$ cat src/sv/ps2_command_queue_link_assert.svh
// Assertion macros for the keyboard command queue link
`ifndef PS2_COMMAND_QUEUE_LINK_ASSERT_SVH
`define PS2_COMMAND_QUEUE_LINK_ASSERT_SVH
`ifndef NO_ASSERTIONS
`define PS2Q_ASSERT_ALWAYS(label, clk, rst_n, cond) \
    label: assert property (@(posedge clk) disable iff (!rst_n) (cond)) \
        else $error("ps2q invariant failed");
`define PS2Q_ASSERT_NEXT(label, clk, rst_n, ante, cons) \
    label: assert property (@(posedge clk) disable iff (!rst_n) (ante) |=> (cons)) \
        else $error("ps2q next-cycle check failed");
`else
`define PS2Q_ASSERT_ALWAYS(label, clk, rst_n, cond)
`define PS2Q_ASSERT_NEXT(label, clk, rst_n, ante, cons)
`endif
`endif

$ cat src/sv/ps2q_pkg.sv
// Types, constants and helpers for the keyboard command queue link
package ps2q_pkg;

    localparam int QUEUE_DEPTH = 8;
    localparam int PTR_W       = $clog2(QUEUE_DEPTH);
    localparam int CNT_W       = $clog2(QUEUE_DEPTH + 1);

    localparam logic       OP_ENQUEUE = 1'b0;
    localparam logic       OP_RECEIVE = 1'b1;

    localparam logic [7:0] BYTE_ACK    = 8'hFA;
    localparam logic [7:0] BYTE_RESEND = 8'hFE;
    localparam logic [7:0] BYTE_RESET  = 8'hFF;
    localparam logic [7:0] BYTE_PASS   = 8'hAA;
    localparam logic [7:0] BYTE_ECHO   = 8'hEE;
    localparam logic [7:0] BYTE_FAIL0  = 8'hFC;
    localparam logic [7:0] BYTE_FAIL1  = 8'hFD;
    localparam logic [7:0] BYTE_ERR0   = 8'h00;
    localparam logic [7:0] BYTE_ERR1   = 8'hFF;

    localparam logic [3:0] MAX_RESENDS_RST = 4'd3;

    typedef enum logic [1:0] {
        LINK_IDLE      = 2'd0,
        LINK_WAIT_ACK  = 2'd1,
        LINK_WAIT_RESP = 2'd2
    } t_link;

    typedef enum logic [3:0] {
        EV_NONE    = 4'd0,
        EV_ACKED   = 4'd1,
        EV_DROPPED = 4'd2,
        EV_PASS    = 4'd3,
        EV_ECHO    = 4'd4,
        EV_FAIL    = 4'd5,
        EV_ERROR   = 4'd6,
        EV_OTHER   = 4'd7,
        EV_SCAN    = 4'd8,
        EV_FULL    = 4'd9
    } t_event;

    function automatic t_event classify(input logic [7:0] b);
        t_event ev;
        case (b)
            BYTE_PASS:              ev = EV_PASS;
            BYTE_ECHO:              ev = EV_ECHO;
            BYTE_FAIL0, BYTE_FAIL1: ev = EV_FAIL;
            BYTE_ERR0, BYTE_ERR1:   ev = EV_ERROR;
            default:                ev = EV_OTHER;
        endcase
        return ev;
    endfunction

    function automatic logic [PTR_W-1:0] ptr_inc(input logic [PTR_W-1:0] p);
        logic [PTR_W-1:0] r;
        if (p == PTR_W'(QUEUE_DEPTH - 1)) begin
            r = '0;
        end else begin
            r = p + PTR_W'(1);
        end
        return r;
    endfunction

endpackage

$ cat src/sv/ps2_command_queue_link.sv
// Top level: host-side keyboard command queue and reply handling
// Commands wait in a small queue; the head byte goes out whenever the link is
// idle, then the block waits for an ack (0xFA) or resend (0xFE); after an acked
// reset (0xFF) the next byte is reported as the self-test outcome, and bytes
// arriving while idle come out as scan bytes. Every input beat yields exactly
// one result beat. One beat per cycle is sustained unless i_ready stalls; a beat
// crosses an input register, a queue/link update pass and a result register.
// The head command byte is held in a register and the entry behind it is
// prefetched from the queue memory every cycle, so a pop never waits on a read.
// Users must write max_resends via its own channel only while idle (not enforced).
`include "ps2_command_queue_link_assert.svh"

module ps2_command_queue_link (
    input  logic       i_clk,
    input  logic       i_rst_n,
    input  logic       i_valid,
    output logic       o_ready,
    input  logic       i_opcode,
    input  logic [7:0] i_data_byte,
    output logic       o_valid,
    input  logic       i_ready,
    output logic       o_send_valid,
    output logic [7:0] o_send_byte,
    output logic [3:0] o_event_res,
    output logic [7:0] o_forwarded_byte,
    input  logic       i_cfg_valid,
    output logic       o_cfg_ready,
    input  logic [3:0] i_cfg_max_resends
);

    localparam int PW = ps2q_pkg::PTR_W;
    localparam int CW = ps2q_pkg::CNT_W;

    // config
    logic [3:0] r_max_resends;

    // input stage
    logic       r_in_valid;
    logic       r_in_op;
    logic [7:0] r_in_byte;

    // link/queue state
    ps2q_pkg::t_link r_link, n_link;
    logic [3:0]      r_resend, n_resend;
    logic [CW-1:0]   r_count, n_count;
    logic [PW-1:0]   r_head, n_head;
    logic [7:0]      r_head_byte, n_head_byte;
    logic [7:0]      r_second;
    logic [7:0]      r_mem [ps2q_pkg::QUEUE_DEPTH];

    // result stage
    logic                r_out_valid;
    logic                r_out_send;
    logic [7:0]          r_out_send_byte;
    ps2q_pkg::t_event    r_out_event;
    logic [7:0]          r_out_fwd;

    logic                fire;
    logic                wr_en;
    logic [PW-1:0]       wr_addr;
    logic [PW-1:0]       rd_addr;
    logic [CW:0]         wr_sum;
    logic                pop;
    ps2q_pkg::t_link     link_mid;
    logic [CW-1:0]       count_mid;
    logic                send;
    logic [7:0]          send_byte;
    ps2q_pkg::t_event    ev;
    logic [7:0]          fwd;

    assign fire    = r_in_valid && (!r_out_valid || i_ready);
    assign o_ready = !r_in_valid || fire;
    assign o_cfg_ready = 1'b1;

    // tail address = head + count, wrapped
    always_comb begin
        wr_sum = (CW+1)'(r_head) + (CW+1)'(r_count);
        if (wr_sum >= (CW+1)'(ps2q_pkg::QUEUE_DEPTH)) begin
            wr_sum = wr_sum - (CW+1)'(ps2q_pkg::QUEUE_DEPTH);
        end
        wr_addr = wr_sum[PW-1:0];
    end

    // one pass of the link protocol
    always_comb begin
        link_mid    = r_link;
        n_resend    = r_resend;
        count_mid   = r_count;
        n_head      = r_head;
        n_head_byte = r_head_byte;
        ev          = ps2q_pkg::EV_NONE;
        fwd         = 8'd0;
        pop         = 1'b0;
        wr_en       = 1'b0;
        if (r_in_op == ps2q_pkg::OP_ENQUEUE) begin
            if (r_count == CW'(ps2q_pkg::QUEUE_DEPTH)) begin
                ev = ps2q_pkg::EV_FULL;
            end else begin
                wr_en     = fire;
                count_mid = r_count + CW'(1);
                if (r_count == '0) begin
                    n_head_byte = r_in_byte;
                end
            end
        end else begin
            case (r_link)
                ps2q_pkg::LINK_WAIT_ACK: begin
                    if (r_in_byte == ps2q_pkg::BYTE_ACK) begin
                        pop      = 1'b1;
                        n_resend = 4'd0;
                        ev       = ps2q_pkg::EV_ACKED;
                        if (r_count != '0 && r_head_byte == ps2q_pkg::BYTE_RESET) begin
                            link_mid = ps2q_pkg::LINK_WAIT_RESP;
                        end else begin
                            link_mid = ps2q_pkg::LINK_IDLE;
                        end
                    end else if (r_in_byte == ps2q_pkg::BYTE_RESEND) begin
                        if (r_resend >= r_max_resends) begin
                            pop      = 1'b1;
                            n_resend = 4'd0;
                            ev       = ps2q_pkg::EV_DROPPED;
                        end else begin
                            n_resend = r_resend + 4'd1;
                        end
                        link_mid = ps2q_pkg::LINK_IDLE;
                    end else begin
                        ev = ps2q_pkg::EV_OTHER;
                    end
                end
                ps2q_pkg::LINK_WAIT_RESP: begin
                    ev       = ps2q_pkg::classify(r_in_byte);
                    link_mid = ps2q_pkg::LINK_IDLE;
                end
                default: begin
                    // idle, and the unused code, forward as scan data
                    link_mid = ps2q_pkg::LINK_IDLE;
                    ev       = ps2q_pkg::EV_SCAN;
                    fwd      = r_in_byte;
                end
            endcase
        end
        if (pop && r_count != '0) begin
            n_head      = ps2q_pkg::ptr_inc(r_head);
            count_mid   = r_count - CW'(1);
            n_head_byte = r_second;
        end
        n_count = count_mid;
        // idle link with a queued command sends the head right away
        send      = (link_mid == ps2q_pkg::LINK_IDLE) && (count_mid != '0);
        send_byte = send ? n_head_byte : 8'd0;
        n_link    = send ? ps2q_pkg::LINK_WAIT_ACK : link_mid;
    end

    assign rd_addr = ps2q_pkg::ptr_inc(fire ? n_head : r_head);

    always_ff @(posedge i_clk) begin
        if (!i_rst_n) begin
            r_max_resends <= ps2q_pkg::MAX_RESENDS_RST;
            r_in_valid    <= 1'b0;
            r_out_valid   <= 1'b0;
            r_link        <= ps2q_pkg::LINK_IDLE;
            r_resend      <= 4'd0;
            r_count       <= '0;
            r_head        <= '0;
        end else begin
            if (i_cfg_valid) begin
                r_max_resends <= i_cfg_max_resends;
            end
            if (o_ready) begin
                r_in_valid <= i_valid;
            end
            if (fire) begin
                r_out_valid <= 1'b1;
                r_link      <= n_link;
                r_resend    <= n_resend;
                r_count     <= n_count;
                r_head      <= n_head;
            end else if (i_ready) begin
                r_out_valid <= 1'b0;
            end
        end
    end

    always_ff @(posedge i_clk) begin
        if (o_ready && i_valid) begin
            r_in_op   <= i_opcode;
            r_in_byte <= i_data_byte;
        end
        if (fire) begin
            r_head_byte     <= n_head_byte;
            r_out_send      <= send;
            r_out_send_byte <= send_byte;
            r_out_event     <= ev;
            r_out_fwd       <= fwd;
        end
    end

    // queue memory: one write port, one registered read of the entry behind head
    always_ff @(posedge i_clk) begin
        if (wr_en) begin
            r_mem[wr_addr] <= r_in_byte;
        end
    end

    always_ff @(posedge i_clk) begin
        if (wr_en && wr_addr == rd_addr) begin
            r_second <= r_in_byte;
        end else begin
            r_second <= r_mem[rd_addr];
        end
    end

    assign o_valid          = r_out_valid;
    assign o_send_valid     = r_out_send;
    assign o_send_byte      = r_out_send_byte;
    assign o_event_res      = r_out_event;
    assign o_forwarded_byte = r_out_fwd;

    `PS2Q_ASSERT_ALWAYS(a_count_bound, i_clk, i_rst_n, r_count <= CW'(ps2q_pkg::QUEUE_DEPTH))
    `PS2Q_ASSERT_NEXT(a_send_waits_ack, i_clk, i_rst_n, fire && send, r_link == ps2q_pkg::LINK_WAIT_ACK && r_count != '0)
    `PS2Q_ASSERT_NEXT(a_first_enq_head, i_clk, i_rst_n, fire && r_in_op == ps2q_pkg::OP_ENQUEUE && r_count == '0, r_head_byte == $past(r_in_byte))

endmodule

$ cat config.mk
export PLATFORM = sky130hd
export DESIGN_NAME = ps2_command_queue_link
export DESIGN_NICKNAME = d
export VERILOG_FILES = /design/src/sv/ps2q_pkg.sv /design/src/sv/ps2_command_queue_link.sv
export VERILOG_INCLUDE_DIRS = /design/src /design/src/sv
export SDC_FILE = /design/constraint.sdc
export NUM_CORES = 1
export LEC_CHECK = 0
export BUFFER_PORTS_ARGS = -buffer_cell sky130_fd_sc_hd__buf_2
export CELL_PAD_IN_SITES_DETAIL_PLACEMENT = 1
export CELL_PAD_IN_SITES_GLOBAL_PLACEMENT = 1
export CORE_ASPECT_RATIO = 1.5
export CORE_MARGIN = 10
export CORE_UTILIZATION = 45
export CTS_CLUSTER_DIAMETER = 60
export DETAILED_ROUTE_END_ITERATION = 10
export PLACE_DENSITY_LB_ADDON = 0.2
export SETUP_SLACK_MARGIN = 0.5
export SYNTH_ARGS = -nofsm -noshare
export SYNTH_HDL_FRONTEND = slang
export SYNTH_SLANG_ARGS = --single-unit
$ cat constraint.sdc
create_clock -name i_clk -period 3.1 [get_ports i_clk]
set_clock_uncertainty 0.15 [all_clocks]
set_input_delay 0.62 -clock i_clk [delete_from_list [all_inputs] [get_ports i_clk]]
set_output_delay 0.62 -clock i_clk [all_outputs]
set_load 0.02 [all_outputs]
# == After elaboration in Yosys (flattened, before gate mapping) ==
# Memory sizes are Yosys's and may differ from the RTL's. A register that Yosys moved wholly into a read port is not among the register bits.
# Cells that the tools add are included.
# word_totals
ff_bits,57
mem_count,1
out_inout_bits,24
elab_cells,97
ram_bits,64
# memory_table
name,depth,width,read_ports,rd_ports_with_merged_regs,wr,line,rtl
r_mem,8,8,1,1,1,ps2_command_queue_link.sv:49,logic [7:0] r_mem [ps2q_pkg::QUEUE_DEPTH];
# classes
bitwise,1
magnitude_cmp,2
reduce_logical,20
eq_ne,13
n_addsub,7
n_mux,39
# op_table
op,n
$eq A8 B8 Y1 const B,8
$mux W4,10
$mux W8,4
$mux W3,5
$mux W2,7
$pmux W3 S4,1
$mux W1,11
$add A4 B1 Y4 const B,2
$logic_not A8 Y1,1
$pmux W4 S2,1
$reduce_bool A4 Y1,2
$add A3 B1 Y3 const B,2
$eq A3 B3 Y1 const B,2
$add A3 B4 Y5,1
$ge A5 B4 Y1 const B,1
$logic_and A1 B1 Y1,5
$eq A4 B4 Y1 const B,1
$ge A4 B4 Y1,1
$logic_not A4 Y1,1
$reduce_and A4 Y1,1
$reduce_bool A2 Y1,2
$reduce_or A2 Y1,2
$sub A4 B1 Y4 const B,1
$reduce_or A3 Y1,1
7 further kinds,9

# == Logic depth before layout (Yosys ltp) ==
# depth
word_depth,11
depth_mapped,11
ltp_nobuf,10

# == Worst setup path before layout ==
# OpenSTA, ideal clock, no wires.
# synth_timing
path_type,input -> register
startpoint,input port i_ready
endpoint,register (tool-made name)
slack_ps,-108
n_path_buf,0
stages,8
setup_time_ps,114
t_required_ps,2836
arrival_ps,2944
cell_sequence,nor2b_1 nand2b_1 clkinv_1 nand2_4 mux2_4 ha_1 ha_1 nor2b_1
# synth_rtl
element,line,rtl
from (decl),ps2_command_queue_link.sv:21,"input logic i_ready,"

# == Worst setup path in the final report ==
# layout_timing
startpoint,register r_count[0]
endpoint,register r_out_send_byte[7] (netlist: o_send_byte[7]) (data pin)
# layout_between
elab_chain_cells,8
elab_cells_between_ends,21
# layout_rtl
element,line,rtl
from (decl),ps2_command_queue_link.sv:45,"logic [CW-1:0] r_count, n_count;"
from (signal assigned),ps2_command_queue_link.sv:176,r_count <= n_count;
"parallel branches: the longest is 8 deep, another holds $add A4 B1 Y4",n/a,
to (signal assigned),ps2_command_queue_link.sv:192,r_out_send_byte <= send_byte;
to (decl),ps2_command_queue_link.sv:54,logic [7:0] r_out_send_byte;
# Several ways; the timed one is not identified.
# A chain may end at the register's enable or synchronous reset.

==> flow_summary.json <==
{
  "synth_cell_types": 61,
  "antenna_found_initial": 0,
  "vdd_ir_drop_max_mv": 0.404,
  "hpwlAfterDp_mm": 9.38,
  "start_kind": "register",
  "cts_tree": "yes",
  "syn_area_per_cell_sq_um": 14.9,
  "hold_path_class": "primary input to register",
  "fin_crit_sh_pct": 87.4,
  "numCtsBuffers": 17,
  "seqCellArea_sq_um": 3510,
  "ys.flop_type": "edfxtp_1",
  "grt_pass1_wl_mm": 22.5,
  "start_util_pct": 45.9,
  "place_ws_ns": 0.230,
  "grt_max_degree": 35,
  "path_buf_inv": 4,
  "drt-initial-drc-count": 150,
  "required_ns": 3.21,
  "hold_path_end": "r_in_op",
  "fin_nets": 488,
  "r2r-end": "o_send_byte[7]",
  "final_core_util_pct": 59.1,
  "end_kind": "register",
  "fmax_ghz": 0.369,
  "worst_pin_slew_ns": 0.749,
  "yosys.area.top_type": "edfxtp_1",
  "clk_pin_slew_worst_paths_ns": 0.06,
  "port_buffers": 40,
  "power.net_switching_mw": 0.952,
  "rows": 49,
  "holdBufCountCts": 0,
  "synth-edff-count": 102,
  "grt_pass1_vias": 3963,
  "wl_per_cell_um": 23.2,
  "die_h_um": 155,
  "cts.root.buffer_cell": "clkbuf_16",
  "grt_usage_pct": 17.6,
  "grt_overflow": 0,
  "crit_family": "simple AND/OR/NAND/NOR gates",
  "ys_ff_latch": 124,
  "holdPathStages": 1,
  "power.share.sequential_pct": 43.8,
  "yosysSeqAreaShare_pct": 63.9,
  "period_minus_slack_ns": 2.71,
  "slowest_delay_ns": 0.51,
  "yosys-top-cells-area": "edfxtp_1 56%, dfxtp_1 8.0%, mux4_2 6.6%",
  "cap_violations": 0,
  "rsz0062_at_grt": "true",
  "worstSetupPathType": "register to register",
  "htree_levels": 4,
  "vias": 3495,
  "r2r_start": "r_count[0]",
  "place_congestion": 0.851,
  "worstSkewPairLatency_ns": 0.41,
  "ant_nets": 0,
  "setup_ws_ns": 0.391,
  "dieWidth_um": 110,
  "drc": 0,
  "netlist.area_leader.share_pct": 55.8,
  "setup_viol": 0,
  "syn_area_sq_um": 5490,
  "setup_tns_ns": 0,
  "ys_warn_count": 0,
  "p_int_mw": 3.32,
  "wl_mm": 14.4,
  "multi_input_comb_area_sq_um": 2170,
  "drive_gt1_share_pct": 40.3,
  "io-pin-count": 42,
  "die_area_sq_um": 17100,
  "drt-vias-per-instance": 5.64,
  "relSlewSlack_pct": 49.7,
  "clkPwrFrac_pct": 48.9,
  "slew_viol_final": 0,
  "synthCells": 368,
  "combPwrFrac_pct": 7.3,
  "arrival_ns": 2.82,
  "path_max_fanout": 5,
  "area_growth_pct": 28.8,
  "nFillCells": 1171,
  "p_leak_nw": 2.56,
  "switching_share_pct": 22.3,
  "path_cells": "inv_4, ha_4, or3b_4, or4b_4, buf_6, a21o_4, a211oi_4, buf_6, a211oi_4, buf_12, nor3b_4",
  "status": "completed",
  "reg2reg_depth": 11,
  "hold_start": "i_opcode",
  "diodes": 0,
  "synth_fp_nets": 401,
  "coreArea_sq_um": 12000,
  "cts.path.max_buffers": 2,
  "slowest_stage": "or4b_4",
  "first_pass_iters": 4,
  "cts.sinks": 124,
  "r2r_slack_ns": 0.39,
  "async_reset_ff_share_pct": 0,
  "hold_violations": 0,
  "power.density_nw_per_um2": 605
}
state kept, by name (all words and copies together) (netlist names), 2 cells and up, named ones only:
register and flops:
r_mem 64, o_forwarded_byte 8, o_send_byte 8, r_head_byte 8, r_in_byte 8, o_event_res 4, r_count 4, r_max_resends 4
r_resend 4, r_head 3, r_link 2
power groups by stage:
stage	combinational [mW]	sequential [mW]	clock [mW]
CTS	0.288	1.87	2.12
global placement	0.249	1.91	0
floorplan	0.132	1.93	0
global route	0.339	1.88	2.19
finish	0.312	1.87	2.09
detailed placement	0.257	1.91	0
repair_timing:
| item | 4_1_cts | 5_1_grt |
|---|---|---|
| gates cloned | 1 | 0 |
| pin swaps | 7 | 7 |
| endpoints found under the hold margin | 0 | 0 |
| endpoints found under the setup margin | 13 | 47 |
| resized for setup | 23 | 22 |
| buffers inserted | 12 | 3 |
layout by cell type, fill, tap and decap left out, types with 5 or more instances in the layout:
master,count
dfxtp_1,19
buf_4,36
nand2_1,16
edfxtp_1,102
o21ai_0,8
inv_1,9
nor2_1,12
nor3_1,6
buf_2,40
ha_1,10
mux4_2,16
a21oi_1,8
nand2b_1,5
clkbuf_16,17
nand3_1,7
and2_1,9
nor2b_1,10
mux2i_1,19
metrics by stage:
step / std cells / area, sq um / total power, mW / hold slack (ns)
2_1_floorplan: 368 / 5560 / 2.07 / 0.298
3_3_place_gp: 573 / 6070 / 2.16 / 0.327
3_5_place_dp: 573 / 6070 / 2.17 / 0.329
4_1_cts: 617 / 6920 / 4.28 / 0.217
5_1_grt: 620 / 7070 / 4.41 / 0.216
6_report: 620 / 7070 / 4.28 / 0.232
Yosys cell counts, types with 2 or more instances:
library cell  number
edfxtp_1         102
mux2i_1           25
dfxtp_1           22
mux4_2            16
nand2_1           16
nor2_1            15
ha_1              14
inv_1             12
nor2b_1           12
a21oi_1            9
and2_1             9
nor3_1             8
nor3b_1            8
o21ai_0            8
nand3_1            7
clkbuf_1           5
nand2b_1           5
xnor2_1            5
a211oi_1           4
buf_2              4
nand4_1            4
a22oi_1            3
and2_4             3
buf_1              3
mux2_2             3
mux2_4             3
nand3b_1           3
a21boi_0           2
a21o_1             2
a31oi_1            2
nor4_1             2
o211ai_1           2
or2_2              2
metal layers:
| metal | routed length [um] | global-route usage (%) | vias to the layer above |
|---|---|---|---|
| met3 | 462 | 3.52 | 29 |
| met5 | 0 | 0 | - |
| met1 | 5290 | 18.7 | 1809 |
| li1 | - | - | 1591 |
| met2 | 8180 | 32.1 | 66 |
| met4 | 439 | 7.49 | 0 |
logic make-up (layout without fill, tap and decap cells):
| group | Yosys count | count (layout) | share of synthesized area [%] |
|---|---|---|---|
| AND/OR/NAND/NOR | 102 | 102 | 10.6 |
| flip-flops | 124 | 124 | 63.9 |
| other | 1 | 1 | 0.0683 |
| XOR/XNOR | 5 | 5 | 0.798 |
| adder cells (fa/ha/maj) | 15 | 15 | 3.56 |
| buffers and inverters | 26 | 124 | 1.94 |
| multiplexers | 47 | 47 | 12.6 |
| AO/OA/AOI/OAI | 48 | 49 | 6.57 |
cell type report:
class / count / share of cell area [%]
clock buffer: 17 / 6.02
clock inverter: 14 / 2.73
inverter: 13 / 0.744
multi-input combinational: 219 / 30.7
sequential: 124 / 49.7
tap: 153 / 2.71
timing repair buffer: 80 / 7.42
how the worst max path moves through the flow:
stage                       from  cells after the start             end  slack [ns]
floorplan             r_count[0]                     11        register        0.23
global placement      r_count[0]                     10        register        0.35
detailed placement    r_count[0]                     10        register        0.23
CTS                 r_in_byte[0]                      8        register        0.40
global route          r_count[0]                     10        register        0.32
finish                r_count[0]                     11  o_send_byte[7]        0.39
worst register-to-register path, cell delays in order (launching register included):
cell	delay (ns)
dfxtp_4	0.36
inv_4	0.04
ha_4	0.15
or3b_4	0.23
or4b_4	0.51
buf_6	0.15
a21o_4	0.22
a211oi_4	0.22
buf_6	0.17
a211oi_4	0.05
buf_12	0.16
nor3b_4	0.16
(Power assumes the default switching activity.)
